### src/rtl/core/palette_gradient_table_generator_core_defines.svh
// ----------------------------------------------------------------------------
// Assertion macros for the palette gradient table generator
// Wraps concurrent assertions so that they vanish in synthesis builds.
// ----------------------------------------------------------------------------
`ifndef PALETTE_GRADIENT_TABLE_GENERATOR_CORE_DEFINES_SVH
`define PALETTE_GRADIENT_TABLE_GENERATOR_CORE_DEFINES_SVH

`ifndef SYNTHESIS
// Same-cycle implication, sampled on clk, off while rst is high.
`define PGTG_ASSERT_IMPLY(label, ante, cons, msg) \
  label: assert property (@(posedge clk) disable iff (rst) (ante) |-> (cons)) \
    else $error(msg);
// Next-cycle implication, sampled on clk, off while rst is high.
`define PGTG_ASSERT_NEXT(label, ante, cons, msg) \
  label: assert property (@(posedge clk) disable iff (rst) (ante) |=> (cons)) \
    else $error(msg);
`else
`define PGTG_ASSERT_IMPLY(label, ante, cons, msg)
`define PGTG_ASSERT_NEXT(label, ante, cons, msg)
`endif

`endif

### src/rtl/core/pgtg_pkg.sv
// ----------------------------------------------------------------------------
// Palette gradient table generator package
// Shared widths, register indexes, reset values and the blend request type.
// ----------------------------------------------------------------------------
`default_nettype none

package pgtg_pkg;

  localparam int MAX_ENTRIES_DEFAULT = 16;

  localparam int CH_W      = 5;
  localparam int COLOR_W   = 15;
  localparam int INDEX_W   = 8;
  localparam int HEIGHT_W  = 8;
  localparam int ALPHA_W   = 6;
  localparam int COUNT_W   = 5;
  localparam int QUO_W     = 6;
  localparam int DIV_STEPS = 6;
  localparam int FRAC_W    = 5;

  localparam int CFG_INDEX_W = 3;
  localparam int CFG_DATA_W  = 15;

  localparam logic [CFG_INDEX_W-1:0] REG_PALETTE_START   = 3'd0;
  localparam logic [CFG_INDEX_W-1:0] REG_ENTRY_COUNT     = 3'd1;
  localparam logic [CFG_INDEX_W-1:0] REG_TINT_COLOR      = 3'd2;
  localparam logic [CFG_INDEX_W-1:0] REG_BLEND_ALPHA     = 3'd3;
  localparam logic [CFG_INDEX_W-1:0] REG_GRADIENT_HEIGHT = 3'd4;

  localparam logic [INDEX_W-1:0]  RST_PALETTE_START   = 8'd0;
  localparam logic [COUNT_W-1:0]  RST_ENTRY_COUNT     = 5'd4;
  localparam logic [COLOR_W-1:0]  RST_TINT_COLOR      = 15'd0;
  localparam logic [ALPHA_W-1:0]  RST_BLEND_ALPHA     = 6'd26;
  localparam logic [HEIGHT_W-1:0] RST_GRADIENT_HEIGHT = 8'd224;

  // Full blend weight (1.0 in 1/32 steps) and the channel ceiling.
  localparam logic [ALPHA_W-1:0] WEIGHT_ONE = 6'd32;
  localparam logic [CH_W-1:0]    CH_MAX     = 5'd31;

  // The restore pass runs only while height + entries stays below this.
  localparam int RESTORE_LIMIT = 223;

  typedef struct packed {
    logic [HEIGHT_W-1:0] diff;
    logic [HEIGHT_W-1:0] height;
    logic [ALPHA_W-1:0]  alpha;
    logic [COLOR_W-1:0]  base;
    logic [COLOR_W-1:0]  target;
  } blend_req_t;

endpackage

`default_nettype wire

### src/rtl/core/pgtg_blend_unit.sv
// ----------------------------------------------------------------------------
// Gradient blend unit
// Serial divide of the position fraction, weight product, then one RGB555
// channel blended per cycle on a shared pair of small multipliers.
// ----------------------------------------------------------------------------
`default_nettype none

module pgtg_blend_unit (
  input  wire logic                             clk,
  input  wire logic                             rst,
  input  wire logic                             start,
  input  wire pgtg_pkg::blend_req_t             req,
  output logic                                  done,
  output logic [pgtg_pkg::COLOR_W-1:0]          color
);

  localparam logic [1:0] U_IDLE = 2'd0;
  localparam logic [1:0] U_DIV  = 2'd1;
  localparam logic [1:0] U_WGT  = 2'd2;
  localparam logic [1:0] U_MIX  = 2'd3;

  localparam int REM_W = pgtg_pkg::HEIGHT_W + pgtg_pkg::FRAC_W;
  localparam int PRD_W = 2 * pgtg_pkg::ALPHA_W;
  localparam int SUM_W = pgtg_pkg::CH_W + pgtg_pkg::ALPHA_W + 1;
  localparam logic [2:0] DIV_LAST = 3'(pgtg_pkg::DIV_STEPS - 1);
  localparam logic [2:0] MIX_LAST = 3'd2;

  logic [1:0]                       u_state;
  logic [REM_W-1:0]                 rem;
  logic [REM_W-1:0]                 dvs;
  logic [pgtg_pkg::QUO_W-1:0]       quo;
  logic [2:0]                       step;
  logic [pgtg_pkg::ALPHA_W-1:0]     alpha;
  logic [pgtg_pkg::ALPHA_W-1:0]     w1;
  logic [pgtg_pkg::ALPHA_W-1:0]     w2;
  logic [pgtg_pkg::COLOR_W-1:0]     base_sh;
  logic [pgtg_pkg::COLOR_W-1:0]     tgt_sh;
  logic [pgtg_pkg::COLOR_W-1:0]     acc;

  logic                             ge;
  logic [PRD_W-1:0]                 prod;
  logic [pgtg_pkg::ALPHA_W-1:0]     w2_calc;
  logic [SUM_W-1:0]                 sum;
  logic [pgtg_pkg::ALPHA_W-1:0]     mixed;
  logic [pgtg_pkg::CH_W-1:0]        ch_sat;

  always_comb begin
    ge      = (rem >= dvs);
    prod    = PRD_W'(pgtg_pkg::WEIGHT_ONE - quo) * PRD_W'(alpha);
    w2_calc = prod[pgtg_pkg::FRAC_W +: pgtg_pkg::ALPHA_W];
    sum     = SUM_W'(base_sh[pgtg_pkg::CH_W-1:0]) * SUM_W'(w1)
            + SUM_W'(tgt_sh[pgtg_pkg::CH_W-1:0]) * SUM_W'(w2);
    mixed   = sum[pgtg_pkg::FRAC_W +: pgtg_pkg::ALPHA_W];
    ch_sat  = (mixed > pgtg_pkg::ALPHA_W'(pgtg_pkg::CH_MAX)) ? pgtg_pkg::CH_MAX
                                                            : mixed[pgtg_pkg::CH_W-1:0];
  end

  always_ff @(posedge clk) begin
    if (rst) begin
      u_state <= U_IDLE;
      done    <= 1'b0;
    end else begin
      done <= 1'b0;
      case (u_state)
        U_IDLE: begin
          if (start) begin
            u_state <= U_DIV;
          end
        end
        U_DIV: begin
          if (step == DIV_LAST) begin
            u_state <= U_WGT;
          end
        end
        U_WGT: begin
          u_state <= U_MIX;
        end
        U_MIX: begin
          if (step == MIX_LAST) begin
            u_state <= U_IDLE;
            done    <= 1'b1;
          end
        end
        default: begin
          u_state <= U_IDLE;
        end
      endcase
    end
  end

  always_ff @(posedge clk) begin
    case (u_state)
      U_IDLE: begin
        if (start) begin
          rem     <= {req.diff, pgtg_pkg::FRAC_W'(0)};
          dvs     <= {req.height, pgtg_pkg::FRAC_W'(0)};
          quo     <= '0;
          step    <= '0;
          alpha   <= (req.alpha > pgtg_pkg::WEIGHT_ONE) ? pgtg_pkg::WEIGHT_ONE : req.alpha;
          base_sh <= req.base;
          tgt_sh  <= req.target;
        end
      end
      U_DIV: begin
        if (ge) begin
          rem <= rem - dvs;
        end
        quo  <= {quo[pgtg_pkg::QUO_W-2:0], ge};
        dvs  <= dvs >> 1;
        step <= step + 3'd1;
      end
      U_WGT: begin
        w2   <= w2_calc;
        w1   <= pgtg_pkg::WEIGHT_ONE - w2_calc;
        step <= '0;
      end
      U_MIX: begin
        acc     <= {ch_sat, acc[pgtg_pkg::COLOR_W-1:pgtg_pkg::CH_W]};
        base_sh <= base_sh >> pgtg_pkg::CH_W;
        tgt_sh  <= tgt_sh >> pgtg_pkg::CH_W;
        step    <= step + 3'd1;
      end
      default: begin
        step <= '0;
      end
    endcase
  end

  assign color = acc;

endmodule

`default_nettype wire

### src/rtl/core/palette_gradient_table_generator_core.sv
// ----------------------------------------------------------------------------
// Palette gradient table generator core
// A blend entry passes from acceptance through 6 divide steps, one weight
// product and 3 channel mixes on the shared blend unit; then the unit's result
// is taken and the output register loaded. The next item is taken only once
// the result has moved to the output register. A restore entry skips the blend
// unit and goes straight to the waiting result, then to the output register;
// an item after the table is done is accepted and produces nothing.
// A result that finds the output register full waits there and holds the input.
// Reset (rst, synchronous) restores register defaults and the table start.
// ----------------------------------------------------------------------------
`default_nettype none
`include "palette_gradient_table_generator_core_defines.svh"

module palette_gradient_table_generator_core #(
  parameter int MAX_ENTRIES = pgtg_pkg::MAX_ENTRIES_DEFAULT
) (
  input  wire logic                                clk,
  input  wire logic                                rst,
  // Configuration write channel.
  input  wire logic                                cfg_valid,
  output logic                                     cfg_ready,
  input  wire logic [pgtg_pkg::CFG_INDEX_W-1:0]    cfg_index,
  input  wire logic [pgtg_pkg::CFG_DATA_W-1:0]     cfg_data,
  // Input stream.
  input  wire logic                                s_tvalid,
  output logic                                     s_tready,
  input  wire logic [15:0]                         s_tdata,  // [14:0] base_color
  input  wire logic                                s_tuser,  // [0] restart
  // Result stream.
  output logic                                     m_tvalid,
  input  wire logic                                m_tready,
  output logic [23:0]                              m_tdata,  // [7:0] cgram_index,
                                                             // [22:8] color
  output logic                                     m_tuser,  // [0] is_restore
  output logic                                     m_tlast   // last
);

  // The entry counter holds values below MAX_ENTRIES. Entry arithmetic runs
  // one bit wider so that counter + 1 and the entry count itself both fit,
  // and never narrower than the entry count register.
  localparam int CW = (MAX_ENTRIES > 1) ? $clog2(MAX_ENTRIES) : 1;
  localparam int EW = (CW + 1 > pgtg_pkg::COUNT_W) ? CW + 1 : pgtg_pkg::COUNT_W;
  // The restore test adds height and entries, so it needs one bit over the
  // wider of the two.
  localparam int LW = ((EW > pgtg_pkg::HEIGHT_W) ? EW : pgtg_pkg::HEIGHT_W) + 1;

  localparam logic [1:0] PH_BLEND   = 2'd0;
  localparam logic [1:0] PH_RESTORE = 2'd1;
  localparam logic [1:0] PH_DONE    = 2'd2;

  localparam logic [1:0] ST_IDLE  = 2'd0;
  localparam logic [1:0] ST_BLEND = 2'd1;
  localparam logic [1:0] ST_FIN   = 2'd2;

  // Configuration registers.
  logic [pgtg_pkg::INDEX_W-1:0]  palette_start;
  logic [pgtg_pkg::COUNT_W-1:0]  entry_count;
  logic [pgtg_pkg::COLOR_W-1:0]  tint_color;
  logic [pgtg_pkg::ALPHA_W-1:0]  blend_alpha;
  logic [pgtg_pkg::HEIGHT_W-1:0] gradient_height;

  // Table walk state.
  logic [1:0]                    phase;
  logic [pgtg_pkg::HEIGHT_W-1:0] line_position;
  logic [CW-1:0]                 entry_counter;
  logic [1:0]                    state;

  // Result waiting for the output register.
  logic [pgtg_pkg::INDEX_W-1:0]  res_index;
  logic [pgtg_pkg::COLOR_W-1:0]  res_color;
  logic                          res_restore;
  logic                          res_last;

  // Next-state decode for the item being accepted.
  logic                          accept;
  logic [EW-1:0]                 entries;
  logic                          restore_ok;
  logic [1:0]                    phase_cur;
  logic [pgtg_pkg::HEIGHT_W-1:0] pos_cur;
  logic [CW-1:0]                 cnt_cur;
  logic [1:0]                    phase_next;
  logic [pgtg_pkg::HEIGHT_W-1:0] line_position_next;
  logic [CW-1:0]                 entry_counter_next;
  logic                          item_last;
  logic [pgtg_pkg::HEIGHT_W-1:0] diff;
  logic                          cnt_wrap;
  logic                          pos_end;

  pgtg_pkg::blend_req_t          blend_req;
  logic                          blend_start;
  logic                          blend_done;
  logic [pgtg_pkg::COLOR_W-1:0]  blend_color;

  assign cfg_ready = 1'b1;
  assign s_tready  = (state == ST_IDLE);
  assign accept    = s_tvalid && s_tready;

  // Effective entry count: zero counts as one, and it never exceeds the
  // counter's depth.
  always_comb begin
    if (entry_count == '0) begin
      entries = EW'(1);
    end else if (EW'(entry_count) > EW'(MAX_ENTRIES)) begin
      entries = EW'(MAX_ENTRIES);
    end else begin
      entries = EW'(entry_count);
    end
    restore_ok = (LW'(gradient_height) + LW'(entries)) < LW'(pgtg_pkg::RESTORE_LIMIT);
  end

  // Work out where the accepted item lands in the table. A restart clears the
  // walk first. An empty gradient skips straight to the restore pass or ends.
  always_comb begin
    phase_cur = s_tuser ? PH_BLEND : phase;
    pos_cur   = s_tuser ? '0 : line_position;
    cnt_cur   = s_tuser ? '0 : entry_counter;
    if ((phase_cur == PH_BLEND) && (gradient_height == '0)) begin
      cnt_cur   = '0;
      phase_cur = restore_ok ? PH_RESTORE : PH_DONE;
    end

    cnt_wrap = (EW'(cnt_cur) + EW'(1)) >= entries;
    pos_end  = ((pgtg_pkg::HEIGHT_W + 1)'(pos_cur) + 9'd1)
               >= (pgtg_pkg::HEIGHT_W + 1)'(gradient_height);
    diff     = (pos_cur < gradient_height) ? gradient_height - pos_cur : '0;

    phase_next         = phase_cur;
    line_position_next = pos_cur;
    entry_counter_next = cnt_cur;
    item_last          = 1'b0;

    case (phase_cur)
      PH_BLEND: begin
        if (pos_end) begin
          entry_counter_next = '0;
          line_position_next = '0;
          phase_next         = restore_ok ? PH_RESTORE : PH_DONE;
          item_last          = !restore_ok;
        end else begin
          line_position_next = pos_cur + 8'd1;
          entry_counter_next = cnt_wrap ? '0 : cnt_cur + CW'(1);
        end
      end
      PH_RESTORE: begin
        item_last = cnt_wrap;
        if (cnt_wrap) begin
          entry_counter_next = '0;
          phase_next         = PH_DONE;
        end else begin
          entry_counter_next = cnt_cur + CW'(1);
        end
      end
      default: begin
        phase_next = PH_DONE;
      end
    endcase
  end

  always_comb begin
    blend_req.diff   = diff;
    blend_req.height = gradient_height;
    blend_req.alpha  = blend_alpha;
    blend_req.base   = s_tdata[pgtg_pkg::COLOR_W-1:0];
    blend_req.target = tint_color;
  end

  assign blend_start = accept && (phase_cur == PH_BLEND);

  pgtg_blend_unit u_blend (
    .clk   (clk),
    .rst   (rst),
    .start (blend_start),
    .req   (blend_req),
    .done  (blend_done),
    .color (blend_color)
  );

  // Control state: configuration, table walk, sequencer and output valid.
  always_ff @(posedge clk) begin
    if (rst) begin
      palette_start   <= pgtg_pkg::RST_PALETTE_START;
      entry_count     <= pgtg_pkg::RST_ENTRY_COUNT;
      tint_color      <= pgtg_pkg::RST_TINT_COLOR;
      blend_alpha     <= pgtg_pkg::RST_BLEND_ALPHA;
      gradient_height <= pgtg_pkg::RST_GRADIENT_HEIGHT;
      phase           <= PH_BLEND;
      line_position   <= '0;
      entry_counter   <= '0;
      state           <= ST_IDLE;
      m_tvalid        <= 1'b0;
    end else begin
      if (cfg_valid && cfg_ready) begin
        case (cfg_index)
          pgtg_pkg::REG_PALETTE_START:
            palette_start <= cfg_data[pgtg_pkg::INDEX_W-1:0];
          pgtg_pkg::REG_ENTRY_COUNT:
            entry_count <= cfg_data[pgtg_pkg::COUNT_W-1:0];
          pgtg_pkg::REG_TINT_COLOR:
            tint_color <= cfg_data[pgtg_pkg::COLOR_W-1:0];
          pgtg_pkg::REG_BLEND_ALPHA:
            blend_alpha <= cfg_data[pgtg_pkg::ALPHA_W-1:0];
          pgtg_pkg::REG_GRADIENT_HEIGHT:
            gradient_height <= cfg_data[pgtg_pkg::HEIGHT_W-1:0];
          default: begin
          end
        endcase
      end

      // The output register empties on a transaction and refills from a
      // waiting result in the same cycle when there is one.
      if ((state == ST_FIN) && (!m_tvalid || m_tready)) begin
        m_tvalid <= 1'b1;
      end else if (m_tready) begin
        m_tvalid <= 1'b0;
      end

      case (state)
        ST_IDLE: begin
          if (accept) begin
            phase         <= phase_next;
            line_position <= line_position_next;
            entry_counter <= entry_counter_next;
            if (phase_cur == PH_BLEND) begin
              state <= ST_BLEND;
            end else if (phase_cur == PH_RESTORE) begin
              state <= ST_FIN;
            end
          end
        end
        ST_BLEND: begin
          if (blend_done) begin
            state <= ST_FIN;
          end
        end
        ST_FIN: begin
          // Hand the result over as soon as the output register is free.
          if (!m_tvalid || m_tready) begin
            state <= ST_IDLE;
          end
        end
        default: begin
          state <= ST_IDLE;
        end
      endcase
    end
  end

  // Result payload.
  always_ff @(posedge clk) begin
    if ((state == ST_IDLE) && accept) begin
      res_index   <= palette_start + pgtg_pkg::INDEX_W'(cnt_cur);
      res_color   <= s_tdata[pgtg_pkg::COLOR_W-1:0];
      res_restore <= (phase_cur == PH_RESTORE);
      res_last    <= item_last;
    end else if ((state == ST_BLEND) && blend_done) begin
      res_color <= blend_color;
    end
    if ((state == ST_FIN) && (!m_tvalid || m_tready)) begin
      m_tdata <= {1'b0, res_color, res_index};
      m_tuser <= res_restore;
      m_tlast <= res_last;
    end
  end

  // The blend unit only finishes while the sequencer waits on it.
  `PGTG_ASSERT_IMPLY(a_done_in_blend, blend_done, state == ST_BLEND,
                     "blend unit finished outside the blend wait")
  // A result meeting a free output register is handed over on the next edge.
  `PGTG_ASSERT_NEXT(a_fin_hands_over, (state == ST_FIN) && !m_tvalid,
                    m_tvalid && (state == ST_IDLE),
                    "result held while the output register was free")
  // The blend result is a single-cycle strobe.
  `PGTG_ASSERT_NEXT(a_done_pulse, blend_done, !blend_done,
                    "blend done held for more than one cycle")
  // Starting a blend always moves the sequencer off idle.
  `PGTG_ASSERT_NEXT(a_start_leaves_idle, blend_start, state == ST_BLEND,
                    "blend started but the sequencer did not wait on it")

endmodule

`default_nettype wire

### config.mk
export PLATFORM = sky130hd
export DESIGN_NAME = palette_gradient_table_generator_core
export DESIGN_NICKNAME = d
export VERILOG_FILES = /design/src/rtl/core/pgtg_pkg.sv /design/src/rtl/core/pgtg_blend_unit.sv /design/src/rtl/core/palette_gradient_table_generator_core.sv
export VERILOG_INCLUDE_DIRS = /design/src /design/src/rtl/core
export SDC_FILE = /design/constraint.sdc
export NUM_CORES = 1
export LEC_CHECK = 0
export BUFFER_PORTS_ARGS = -buffer_cell sky130_fd_sc_hd__buf_2
export CAP_MARGIN = 10
export CORE_UTILIZATION = 32
export CTS_BUF_LIST = sky130_fd_sc_hd__clkbuf_8 sky130_fd_sc_hd__clkbuf_16
export DETAILED_ROUTE_END_ITERATION = 8
export GPL_TIMING_DRIVEN = 0
export PLACE_DENSITY = 0.51
export SETUP_SLACK_MARGIN = 0.02
export SYNTH_ARGS = -nofsm -noshare
export SYNTH_HDL_FRONTEND = slang
export SYNTH_SLANG_ARGS = --single-unit
### constraint.sdc
create_clock -name clk -period 11.9 [get_ports clk]
set_clock_uncertainty 0.1 [all_clocks]
set_input_delay 1.785 -clock clk [delete_from_list [all_inputs] [get_ports clk]]
set_output_delay 1.785 -clock clk [all_outputs]
set_load 0.01 [all_outputs]
==> out/results.tsv, run 1 <==
stage	metric	value	unit
clocking	worst skew pair latency	0.52	ns
setup_path	Worst R2R Path Depth	18	
layout	cell area after layout	14700	um^2
setup_path	r2r setup slk	6.46	ns
layout	Fill cells	4048	
placement	post-DP HPWL	22.1	mm
clocking	Longest Clk Path Bufs	3	
synthesis	ranking of synthesized cells by area	edfxtp_1, fa_1, dfxtp_1, ha_1, nand2_1	
die	# IOs	69	
setup_path	CP bufs+invs	3	
synthesis	Ys Warns	0	
detailed_routing	wire per inst	15.4	um
timing	final setup TNS	0	ns
placement	gpl congestion	0.830	
setup_path	launch point of the worst reg-to-reg path	u_blend.quo[0]	
clocking	Worst-path clk slew	0.06	ns
die	Core Area	39600	um^2
global_routing	first-pass GRT wire length	47.7	mm
detailed_routing	via count	8997	
timing	Fin. Hold Viols	0	
synthesis	Cells after Synth	1251	
layout	share of post-route cells with drive strength above 1	10.9	%
synthesis	Synth async-reset ratio	0	%
die	num rows	73	
global_routing	initial antenna violation count	0	
clocking	TritonCTS clock tree	yes	
clocking	postcts setup bufs	0	
setup_path	crit path max-delay cell type	fa_1	
setup_path	Critical Path Sink	u_blend.w1[5]	
clocking	Num CTS Buffers	24	
timing	Setup-failing EPs final	0	
synthesis	Syn Nets	1450	
synthesis	mux contribution to synthesized area	2.06	%
timing	Min Clock Period, post-route	5.44	ns
setup_path	kind of critical path	register to register	
global_routing	pin count of the biggest net entering global routing	31	
detailed_routing	routed wire length	29.0	mm
timing	worst slew pin tran	1.10	ns
synthesis	Post-Synth XOR/XNOR Area	3.68	%
layout	area grow syn2layout	14.1	%
die	Die ar.	41000	um^2
synthesis	Synth area leader	edfxtp_1	
placement	IO buf count	64	
synthesis	Synth Area in Compound Gates	9.22	%
layout	diode count	0	
die	Die Ht	202	um
synthesis	Post-Synth Adder-Cell Area	19.2	%
synthesis	Synth Area per Inst	10.3	um^2
synthesis	Netlist cell types	72	
detailed_routing	DRC Markers	0	
synthesis	EDFF count, synth	147	
clocking	post-cts resize count	0	
die	Die Wd	202	um
synthesis	Post-Syn Area	12900	um^2
die	Starting Density	32.4	%
timing	final worst slack	6.46	ns
synthesis	Synth Area in Simple Gates	17.0	%
global_routing	GRT Overall Usage	14.4	%
detailed_routing	DR pass1 iterations	7	
synthesis	Synth top cells by count	nand2_1, edfxtp_1, inv_1	
clocking	H-tree Lvls	1	
detailed_routing	post-route ant nets	0	
synthesis	Yosys top cell area share	34.3	%
setup_path	crit path launch	u_blend.quo[0]	
setup_path	CP required	12.03	ns
setup_path	startpoint type of the worst setup path	register	
synthesis	register bit total from synthesis	209	
synthesis	sequential share of the synthesized area	44.0	%
setup_path	crit-path most repeated cell	fa_1	
flow_run	Max Cap Viol	0	
setup_path	Top Family by Delay on Critical Path	adder cells	
clocking	hold buffers post-CTS	0	
timing	FMAX	184	MHz
timing	Slew Limit Fails	0	
setup_path	crit-path cells	nor3_1, nor3b_2, xor2_1, and2_1, fa_1, inv_1, fa_1, fa_1, inv_1, ha_1, buf_6, and4_4, a221oi_1, o21ai_1, xnor2_1, and4_1, nor3_2, xnor2_1	
placement	Place WS	6.24	ns
layout	fin nets	1542	
synthesis	most frequent cell after synthesis	nand2_1	
setup_path	Crit Path Max Fanout	8	
setup_path	Crit path largest cell delay	0.54	ns
setup_path	number of cells on the critical path	18	
timing	period utilization	45.7	%
clocking	TritonCTS Sinks	209	
outcome	status	finished clean	
setup_path	CP endpoint kind	register	
detailed_routing	Initial DRC Count	580	
setup_path	Arr. time, crit path	5.56	ns
clocking	Root Buffer	clkbuf_16	
detailed_routing	vias per cell	4.77	
timing	Slew Limit Headroom	26.8	%
timing	RSZ-0062 raised after global routing	no	
global_routing	vias in the first global route	9119	
global_routing	GR Overflow Total	0	
synthesis	Top FF cell, synth	edfxtp_1	
synthesis	largest family of logic cells by synthesized area	adder cells	
setup_path	r2r endpoint	u_blend.w1[5]	
hold_path	Hold Path Class	register to register	
placement	placed inst area	13900	um^2
==> registers in the layout, indices dropped and copies added (netlist names), 8 cells and up <==
signal / flops
gradient_height: 8
line_position: 8
m_tdata: 23
palette_start: 8
res_color: 15
res_index: 8
tint_color: 15
u_blend.base_sh: 15
u_blend.color: 15
u_blend.dvs: 13
u_blend.rem: 13
u_blend.tgt_sh: 15
==> metrics by stage <==
step	hold WS, ns	std cells	utilization [%]
floorplan	0.300	1251	-
global placement	0.302	1840	34.9
detailed placement	0.305	1842	35.1
CTS	0.319	1886	37.0
global route	0.321	1886	37.0
finish	0.318	1886	37.0
==> layer usage <==
layer	vias up	routed length, um	part of all wire (%)	global-route usage (%)
li1	4450	-	-	-
met1	4330	13700	47	20.1
met2	182	13600	47	24.2
met3	35	1220	4.2	1.75
met4	0	481	1.7	2.74
met5	-	0	0	0
==> placed cells by master, fill, tap and decap left out, types with 5 or more instances in the layout <==
| cell type | instances |
|---|---|
| a31oi_1 | 7 |
| nor2b_1 | 28 |
| buf_2 | 65 |
| o21ai_0 | 27 |
| o21a_1 | 10 |
| nand3_1 | 14 |
| ha_1 | 95 |
| nand2_1 | 216 |
| and2_1 | 54 |
| mux2_2 | 20 |
| fa_1 | 64 |
| dfxtp_1 | 62 |
| nor4_1 | 5 |
| nand4_1 | 10 |
| edfxtp_1 | 147 |
| nand2b_1 | 13 |
| inv_1 | 129 |
| a21oi_1 | 59 |
| clkbuf_16 | 25 |
| and3_1 | 6 |
| nand3b_1 | 8 |
| nor3_1 | 15 |
| a21o_1 | 13 |
| o21ai_1 | 8 |
| xor2_1 | 14 |
| a32oi_1 | 5 |
| xnor2_1 | 40 |
| nor2_1 | 71 |
| clkbuf_1 | 31 |
==> worst min path at each step <==
| stage | from | end | cells past startpoint |
|---|---|---|---|
| CTS | res_last | m_tlast | 0 |
| detailed placement | res_last | m_tlast | 0 |
| global placement | res_restore | m_tuser | 0 |
| finish | res_last | m_tlast | 0 |
| floorplan | res_index[0] | m_tdata[0] | 0 |
| global route | res_color[6] | m_tdata[14] | 0 |
==> layout make-up <==
type	count	area, um^2	area share, %
well taps	525	657	4.48
clock buffers	28	667	4.54
multi-input cells	881	6610	45.0
clock inverters	16	108	0.733
flip-flops and latches	209	5660	38.5
repair buffers	66	363	2.47
plain buffers	35	148	1.01
inverters	126	473	3.22
==> cell families after synthesis <==
| group | Yosys count |
|---|---|
| compound gates | 181 |
| other cells | 2 |
| fa+ha+maj | 159 |
| flops | 209 |
| xor+xnor | 54 |
| buf+inv | 161 |
| simple gates | 461 |
| mux | 24 |
Power of run 1 is not shown: default switching activity piles up to over one toggle a cycle in this logic, so the estimate is an artifact.
==> inputs of run 2 (changes only) <==
--- a/config.mk
+++ b/config.mk
@@ -6,6 +6,7 @@
 export SDC_FILE = /design/constraint.sdc
 export NUM_CORES = 1
 export LEC_CHECK = 0
+export ABC_AREA = 1
 export BUFFER_PORTS_ARGS = -buffer_cell sky130_fd_sc_hd__buf_2
 export CAP_MARGIN = 10
 export CORE_UTILIZATION = 32
==> constraint.sdc (replaced) <==
create_clock -name clk -period 5.5 [get_ports clk]
set_clock_uncertainty 0.1 [all_clocks]
set_input_delay 0.825 -clock clk [delete_from_list [all_inputs] [get_ports clk]]
set_output_delay 0.825 -clock clk [all_outputs]
set_load 0.01 [all_outputs]
==> run 2 against run 1 <==
  * The flow now finishes with violations (design-rule violations)
  * Flip-flop and latch count did not move
  * Fmax rose by 7.5%
  * Via count rose by 12%
  * Sequential share of layout area fell by 1.6 points
  * Die area rose by 4.2%
  * Final area rose by 4.4%
  * Non-clock buffer count rose by 2
  * Synthesized cell count rose by 23%
  * Area after synthesis rose by 4.2%
  * Core utilization rose by 0.24 points
  * First-iteration DRC count fell by 9.5%
==> out/results.tsv, run 2 <==
stage	metric	value	unit	change
outcome	status	finished, violations left		was finished clean
outcome	failing checks	design-rule violations		
die	# IOs	69		unchanged
timing	FMAX	198	MHz	was 184 MHz
setup_path	crit-path most repeated cell	nand2_1		was fa_1
synthesis	Cells after Synth	1538		was 1251
setup_path	CP bufs+invs	3		unchanged
layout	most frequent cells in the layout	nand2_1, inv_1, edfxtp_1		was nand2_1, edfxtp_1, inv_1
timing	final setup TNS	0	ns	unchanged
setup_path	crit-path cells	nand2_1, inv_1, fa_1, inv_1, fa_1, inv_1, fa_1, fa_1, fa_1, ha_1, nand2_1, nand2_1, a221oi_1, nand2_1, nand2_1, nand2_1, nand2_1, nand2_1, nand2_1, nand3_1		was nor3_1, nor3b_2, xor2_1, and2_1, fa_1, inv_1, fa_1, fa_1, inv_1, ha_1, buf_6, and4_4, a221oi_1, o21ai_1, xnor2_1, and4_1, nor3_2, xnor2_1
clocking	postcts setup bufs	0		unchanged
detailed_routing	Initial DRC Count	525		was 580
layout	commonest non-fill, non-tap cell in the layout	nand2_1		unchanged
clocking	Worst-path clk slew	0.06	ns	about the same
synthesis	Synth Area per Inst	8.72	um^2	was 10.3 um^2
setup_path	Crit path largest cell delay	0.54	ns	about the same
layout	cell area after layout	15300	um^2	was 14700 um^2
global_routing	vias in the first global route	10239		was 9119
placement	IO buf count	64		unchanged
placement	post-DP HPWL	24.1	mm	was 22.1 mm
global_routing	GRT Overall Usage	15.2	%	was 14.4%
die	Starting Density	32.6	%	was 32.4%
detailed_routing	wire per inst	14.3	um	was 15.4 um
synthesis	Post-Syn Area	13400	um^2	was 12900 um^2
die	Die Wd	207	um	was 202 um
layout	fin util	37.3	%	was 37.0%
global_routing	initial antenna violation count	0		unchanged
clocking	hold buffers post-CTS	0		unchanged
setup_path	kind of critical path	register to register		unchanged
clocking	Root Buffer	clkbuf_16		unchanged
placement	placed inst area	14400	um^2	was 13900 um^2
clocking	Num CTS Buffers	24		unchanged
global_routing	GR Overflow Total	0		unchanged
layout	fin nets	1830		was 1542
timing	period utilization	92.0	%	was 45.7%
synthesis	Yosys top cell area share	32.9	%	was 34.3%
timing	RSZ-0062 raised after global routing	no		unchanged
synthesis	Synth async-reset ratio	0	%	unchanged
setup_path	CP required	5.65	ns	was 12.03 ns
synthesis	Synth top cells by count	nand2_1, inv_1, edfxtp_1		was nand2_1, edfxtp_1, inv_1
timing	hold slack final	0.319	ns	was 0.318 ns
synthesis	Synth area leader	edfxtp_1		unchanged
die	Die Ht	207	um	was 202 um
synthesis	Syn Nets	1737		was 1450
synthesis	most frequent cell after synthesis	nand2_1		unchanged
timing	Slew Limit Headroom	23.3	%	was 26.8%
global_routing	layer with the highest usage	met2		unchanged
detailed_routing	via count	10118		was 8997
setup_path	CP endpoint kind	register		unchanged
timing	Slew Limit Fails	0		unchanged
setup_path	crit path max-delay cell type	fa_1		unchanged
clocking	H-tree Lvls	1		unchanged
global_routing	M3 GR Usage	2.12	%	was 1.75%
die	num rows	74		was 73
timing	Min Clock Period, post-route	5.06	ns	was 5.44 ns
detailed_routing	post-route ant nets	0		unchanged
global_routing	pin count of the biggest net entering global routing	26		was 31
clocking	TritonCTS clock tree	yes		unchanged
global_routing	M2 GR Usage	26.1	%	was 24.2%
setup_path	startpoint type of the worst setup path	register		unchanged
global_routing	GRT met1 Usage	20.4	%	was 20.1%
setup_path	Top Family by Delay on Critical Path	adder cells		unchanged
detailed_routing	vias per cell	4.64		was 4.77
layout	diode count	0		unchanged
layout	share of post-route cells with drive strength above 1	9.41	%	was 10.9%
detailed_routing	DRC Markers	5		was 0
detailed_routing	routed wire length	31.1	mm	was 29.0 mm
synthesis	ranking of synthesized cells by area	edfxtp_1, fa_1, nand2_1, dfxtp_1, ha_1		was edfxtp_1, fa_1, dfxtp_1, ha_1, nand2_1
timing	Fin. Hold Viols	0		unchanged
global_routing	first-pass GRT wire length	51.7	mm	was 47.7 mm
layout	Largest Register	m_tdata		unchanged
flow_run	Max Cap Viol	0		unchanged
synthesis	register bit total from synthesis	209		unchanged
clocking	TritonCTS Sinks	209		unchanged
detailed_routing	DR pass1 iterations	6		was 7
layout	Largest register FFs	23		unchanged
synthesis	Top FF cell, synth	edfxtp_1		unchanged
synthesis	Ys Warns	0		unchanged
timing	worst slew pin tran	1.15	ns	was 1.10 ns
setup_path	Arr. time, crit path	5.21	ns	was 5.56 ns
timing	Setup-failing EPs final	0		unchanged
die	Core Area	41100	um^2	was 39600 um^2
clocking	worst skew pair latency	0.54	ns	was 0.52 ns
hold_path	Hold Path Class	register to register		unchanged
die	Die ar.	42700	um^2	was 41000 um^2
synthesis	sequential share of the synthesized area	42.2	%	was 44.0%
setup_path	Crit Path Max Fanout	6		was 8
synthesis	Netlist cell types	53		was 72
synthesis	EDFF count, synth	147		unchanged
layout	area grow syn2layout	14.3	%	was 14.1%
placement	gpl congestion	0.908		was 0.830
clocking	Longest Clk Path Bufs	3		unchanged
==> run 2: cell types whose count changed in the layout (fill, tap and decap cells not counted), sizes merged, moves of 29 or more <==
cell,delta
inv,+178
o21ai,+71
nor2,+45
a21oi,+29
nor2b,-30
and2,-53
nand3,+40
nand2,+126
==> run 2: per-layer routing <==
layer  vias to the layer above  routed length (um)
met2                       148               14800
met3                        34                 947
met4                         0                 550
met1                      4806               14900
met5                         -                   0
li1                       5130                   -
==> run 2: final cells by class <==
class,instances,area [um^2]
plain buffers,36,168
clock buffers,29,714
clock inverters,14,141
fillers,4233,25800
inverters,311,1170
multi-input cells,982,6440
flip-flops and latches,209,5660
well taps,532,666
repair buffers,67,367
==> run 2: cells by family after synthesis <==
family / count (synthesis) / share of synthesized area, %
compound gates: 226 / 9.12
xor+xnor: 32 / 2.23
fa+ha+maj: 159 / 18.4
buf+inv: 347 / 9.97
flops: 209 / 42.2
other cells: 2 / 0.0560
simple gates: 563 / 18.0
==> run 2: metrics by stage <==
stage | instances | worst slack, ns
after detailed placement | 2136 | 0.314
after global routing | 2180 | 0.0916
after CTS | 2179 | 0.274
after floorplan | 1538 | 0.841
after global placement | 2134 | 0.119
final | 2180 | 0.442
==> run 2: path summary, 6_finish.rpt <==
check / start / end / slack, ns / depth (start not counted)
setup reg to reg: u_blend.tgt_sh[0] / u_blend.color[14] / 0.44 / 20
setup / recovery: u_blend.tgt_sh[0] / u_blend.color[14] / 0.44 / 20
hold reg to reg: res_color[1] / m_tdata[9] / 0.32 / 0
hold / removal: res_color[1] / m_tdata[9] / 0.32 / 0
==> run 2: repair_timing <==
action,CTS,global route
endpoints found under the hold margin,0,0
resized for setup,0,2
setup endpoints to repair,0,5
Power of run 2 is left out for the same reason.
==> inputs of run 3 (changes only) <==
--- a/config.mk
+++ b/config.mk
@@ -9,11 +9,11 @@
 export ABC_AREA = 1
 export BUFFER_PORTS_ARGS = -buffer_cell sky130_fd_sc_hd__buf_2
 export CAP_MARGIN = 10
-export CORE_UTILIZATION = 32
+export CORE_UTILIZATION = 63
 export CTS_BUF_LIST = sky130_fd_sc_hd__clkbuf_8 sky130_fd_sc_hd__clkbuf_16
 export DETAILED_ROUTE_END_ITERATION = 8
 export GPL_TIMING_DRIVEN = 0
-export PLACE_DENSITY = 0.51
+export PLACE_DENSITY = 0.86
 export SETUP_SLACK_MARGIN = 0.02
 export SYNTH_ARGS = -nofsm -noshare
 export SYNTH_HDL_FRONTEND = slang
==> run 3 against run 2 <==
  * The flow now finishes without violations
  * Routed wire length decreased by 2.1%
  * Final area decreased by 3.3%
  * Fmax fell by 1.9%
  * Cell count decreased by 12%
  * Clock-buffer cell count fell by 1
  * Critical path depth fell by 6
  * Non-clock buffer count is 1 lower
  * Via count increased by 4.2%
  * Highest routed layer unchanged
==> out/results.tsv, run 3 (same netlist as run 2, synthesis figures left out) <==
stage	metric	value	unit	change
outcome	status	finished clean		was finished, violations left
layout	commonest non-fill, non-tap cell in the layout	nand2_1		unchanged
layout	Largest Register	m_tdata		unchanged
clocking	Num CTS Buffers	22		was 24
setup_path	Worst R2R Path Depth	14		was 20
global_routing	pin count of the biggest net entering global routing	31		was 26
setup_path	Crit path largest cell delay	0.57	ns	was 0.54 ns
setup_path	Crit Path Max Fanout	6		unchanged
setup_path	crit-path most repeated cell	fa_1		was nand2_1
timing	Slew Limit Fails	0		unchanged
hold_path	Hold Path Class	register to register		unchanged
layout	share of post-route cells with drive strength above 1	8.88	%	was 9.41%
placement	placed inst area	14100	um^2	was 14400 um^2
clocking	hold buffers post-CTS	0		unchanged
setup_path	Critical Path Sink	u_blend.color[14]		unchanged
timing	period utilization	93.8	%	was 92.0%
setup_path	CP endpoint kind	register		unchanged
global_routing	vias in the first global route	10716		was 10239
layout	fin nets	1827		was 1830
clocking	Root Buffer	clkbuf_16		unchanged
global_routing	first-pass GRT wire length	49.9	mm	was 51.7 mm
global_routing	GRT Overall Usage	28.7	%	was 15.2%
global_routing	GRT met1 Usage	34.7	%	was 20.4%
detailed_routing	vias per cell	5.51		was 4.64
detailed_routing	DR pass1 iterations	7		was 6
layout	area grow syn2layout	10.5	%	was 14.3%
setup_path	crit path launch	u_blend.tgt_sh[1]		was u_blend.tgt_sh[0]
layout	diode count	0		unchanged
global_routing	initial antenna violation count	0		unchanged
setup_path	startpoint type of the worst setup path	register		unchanged
die	num rows	52		was 74
detailed_routing	routed wire length	30.5	mm	was 31.1 mm
setup_path	Top Family by Delay on Critical Path	adder cells		unchanged
placement	post-DP HPWL	22.9	mm	was 24.1 mm
clocking	Worst-path clk slew	0.06	ns	about the same
clocking	TritonCTS clock tree	yes		unchanged
setup_path	CP required	5.66	ns	was 5.65 ns
global_routing	M2 GR Usage	51.1	%	was 26.1%
layout	Largest register FFs	23		unchanged
detailed_routing	post-route ant nets	0		unchanged
global_routing	GR Overflow Total	0		unchanged
clocking	TritonCTS Sinks	209		unchanged
setup_path	number of cells on the critical path	14		was 20
timing	worst slew pin tran	1.10	ns	was 1.15 ns
setup_path	CP bufs+invs	2		was 3
die	Die Wd	148	um	was 207 um
flow_run	Max Cap Viol	0		unchanged
setup_path	kind of critical path	register to register		unchanged
setup_path	r2r endpoint	u_blend.color[14]		unchanged
timing	Fin. Hold Viols	0		unchanged
placement	IO buf count	64		unchanged
die	Die ar.	21900	um^2	was 42700 um^2
clocking	Longest Clk Path Bufs	3		unchanged
detailed_routing	wire per inst	15.9	um	was 14.3 um
detailed_routing	via count	10538		was 10118
die	# IOs	69		unchanged
clocking	H-tree Lvls	1		unchanged
die	Die Ht	148	um	was 207 um
detailed_routing	Initial DRC Count	858		was 525
clocking	worst skew pair latency	0.52	ns	was 0.54 ns
setup_path	Arr. time, crit path	5.31	ns	was 5.21 ns
die	Core Area	20600	um^2	was 41100 um^2
clocking	post-cts resize count	0		unchanged
placement	gpl congestion	0.965		was 0.908
global_routing	M3 GR Usage	3.83	%	was 2.12%
setup_path	launch point of the worst reg-to-reg path	u_blend.tgt_sh[1]		was u_blend.tgt_sh[0]
timing	FMAX	194	MHz	was 198 MHz
layout	most frequent cells in the layout	nand2_1, inv_1, edfxtp_1		unchanged
global_routing	layer with the highest usage	met2		unchanged
clocking	postcts setup bufs	0		unchanged
timing	Min Clock Period, post-route	5.16	ns	was 5.06 ns
layout	cell area after layout	14800	um^2	was 15300 um^2
timing	Setup-failing EPs final	0		unchanged
setup_path	crit path max-delay cell type	fa_1		unchanged
setup_path	r2r setup slk	0.34	ns	was 0.44 ns
die	Starting Density	65.2	%	was 32.6%
timing	RSZ-0062 raised after global routing	no		unchanged
timing	Slew Limit Headroom	27.0	%	was 23.3%
setup_path	crit-path cells	nand2_1, fa_1, fa_1, fa_1, fa_1, inv_1, fa_1, ha_1, inv_1, nor3_1, nand4_1, o211ai_1, xor2_1, nand3_1		was nand2_1, inv_1, fa_1, inv_1, fa_1, inv_1, fa_1, fa_1, fa_1, ha_1, nand2_1, nand2_1, a221oi_1, nand2_1, nand2_1, nand2_1, nand2_1, nand2_1, nand2_1, nand3_1
timing	final setup TNS	0	ns	unchanged
detailed_routing	DRC Markers	0		was 5
## run 3: changes by cell type in the layout (fill, tap and decap cells not counted), moves of 2 or more
cell        change
clkbuf_8        +4
clkbuf_16       -5
bufinv_16       -3
inv_1           +7
clkinv_1        -4
clkinvlp_4      -2
## run 3: worst reg2reg max path: cells and delay by family, from the launching register on
kind            cells  cell delay [ns]
compound gates      1             0.22
buf+inv             2             0.12
flops               1             0.53
simple gates        4             0.68
xor+xnor            1             0.38
fa+ha+maj           6             2.87
## run 3: routing by layer
layer / share of wire [%] / vias up / wire length, um
met1: 39 / 4912 / 11900
li1: - / 5127 / -
met4: 3.7 / 0 / 1110
met2: 50 / 408 / 15300
met3: 6.9 / 91 / 2110
met5: 0 / - / 0
## run 3: how the worst min path moves through the flow
stage                  startpoint          end  slack (ns)  cells past startpoint
floorplan            res_index[0]   m_tdata[0]        0.30                      0
global placement     res_color[5]  m_tdata[13]        0.30                      0
detailed placement   res_index[7]   m_tdata[7]        0.30                      0
CTS                 res_color[13]  m_tdata[21]        0.32                      0
global route        res_color[13]  m_tdata[21]        0.32                      0
finish              res_color[13]  m_tdata[21]        0.31                      0
## run 3: cell type report
cell class                      count  area, um^2
Fill cell                        1488        5750
Inverter                          311        1170
Timing Repair Buffer               66         347
Buffer                             36         168
Clock buffer                       28         644
Multi-Input combinational cell    982        6430
Sequential cell                   209        5660
Clock inverter                     12        58.8
Tap cell                          270         338
## run 3: per-stage QoR
| stage | setup slack [ns] | std cells | hold WS (ns) | utilization [%] |
|---|---|---|---|---|
| after global placement | 0.323 | 1872 | 0.301 | 68.4 |
| after detailed placement | 0.405 | 1873 | 0.305 | 68.5 |
| after CTS | 0.381 | 1913 | 0.318 | 72.0 |
| final | 0.342 | 1914 | 0.312 | 72.0 |
| after floorplan | 0.841 | 1538 | 0.300 | - |
| after global routing | 0.0995 | 1914 | 0.317 | 72.0 |
Power of run 3 is left out for the same reason.
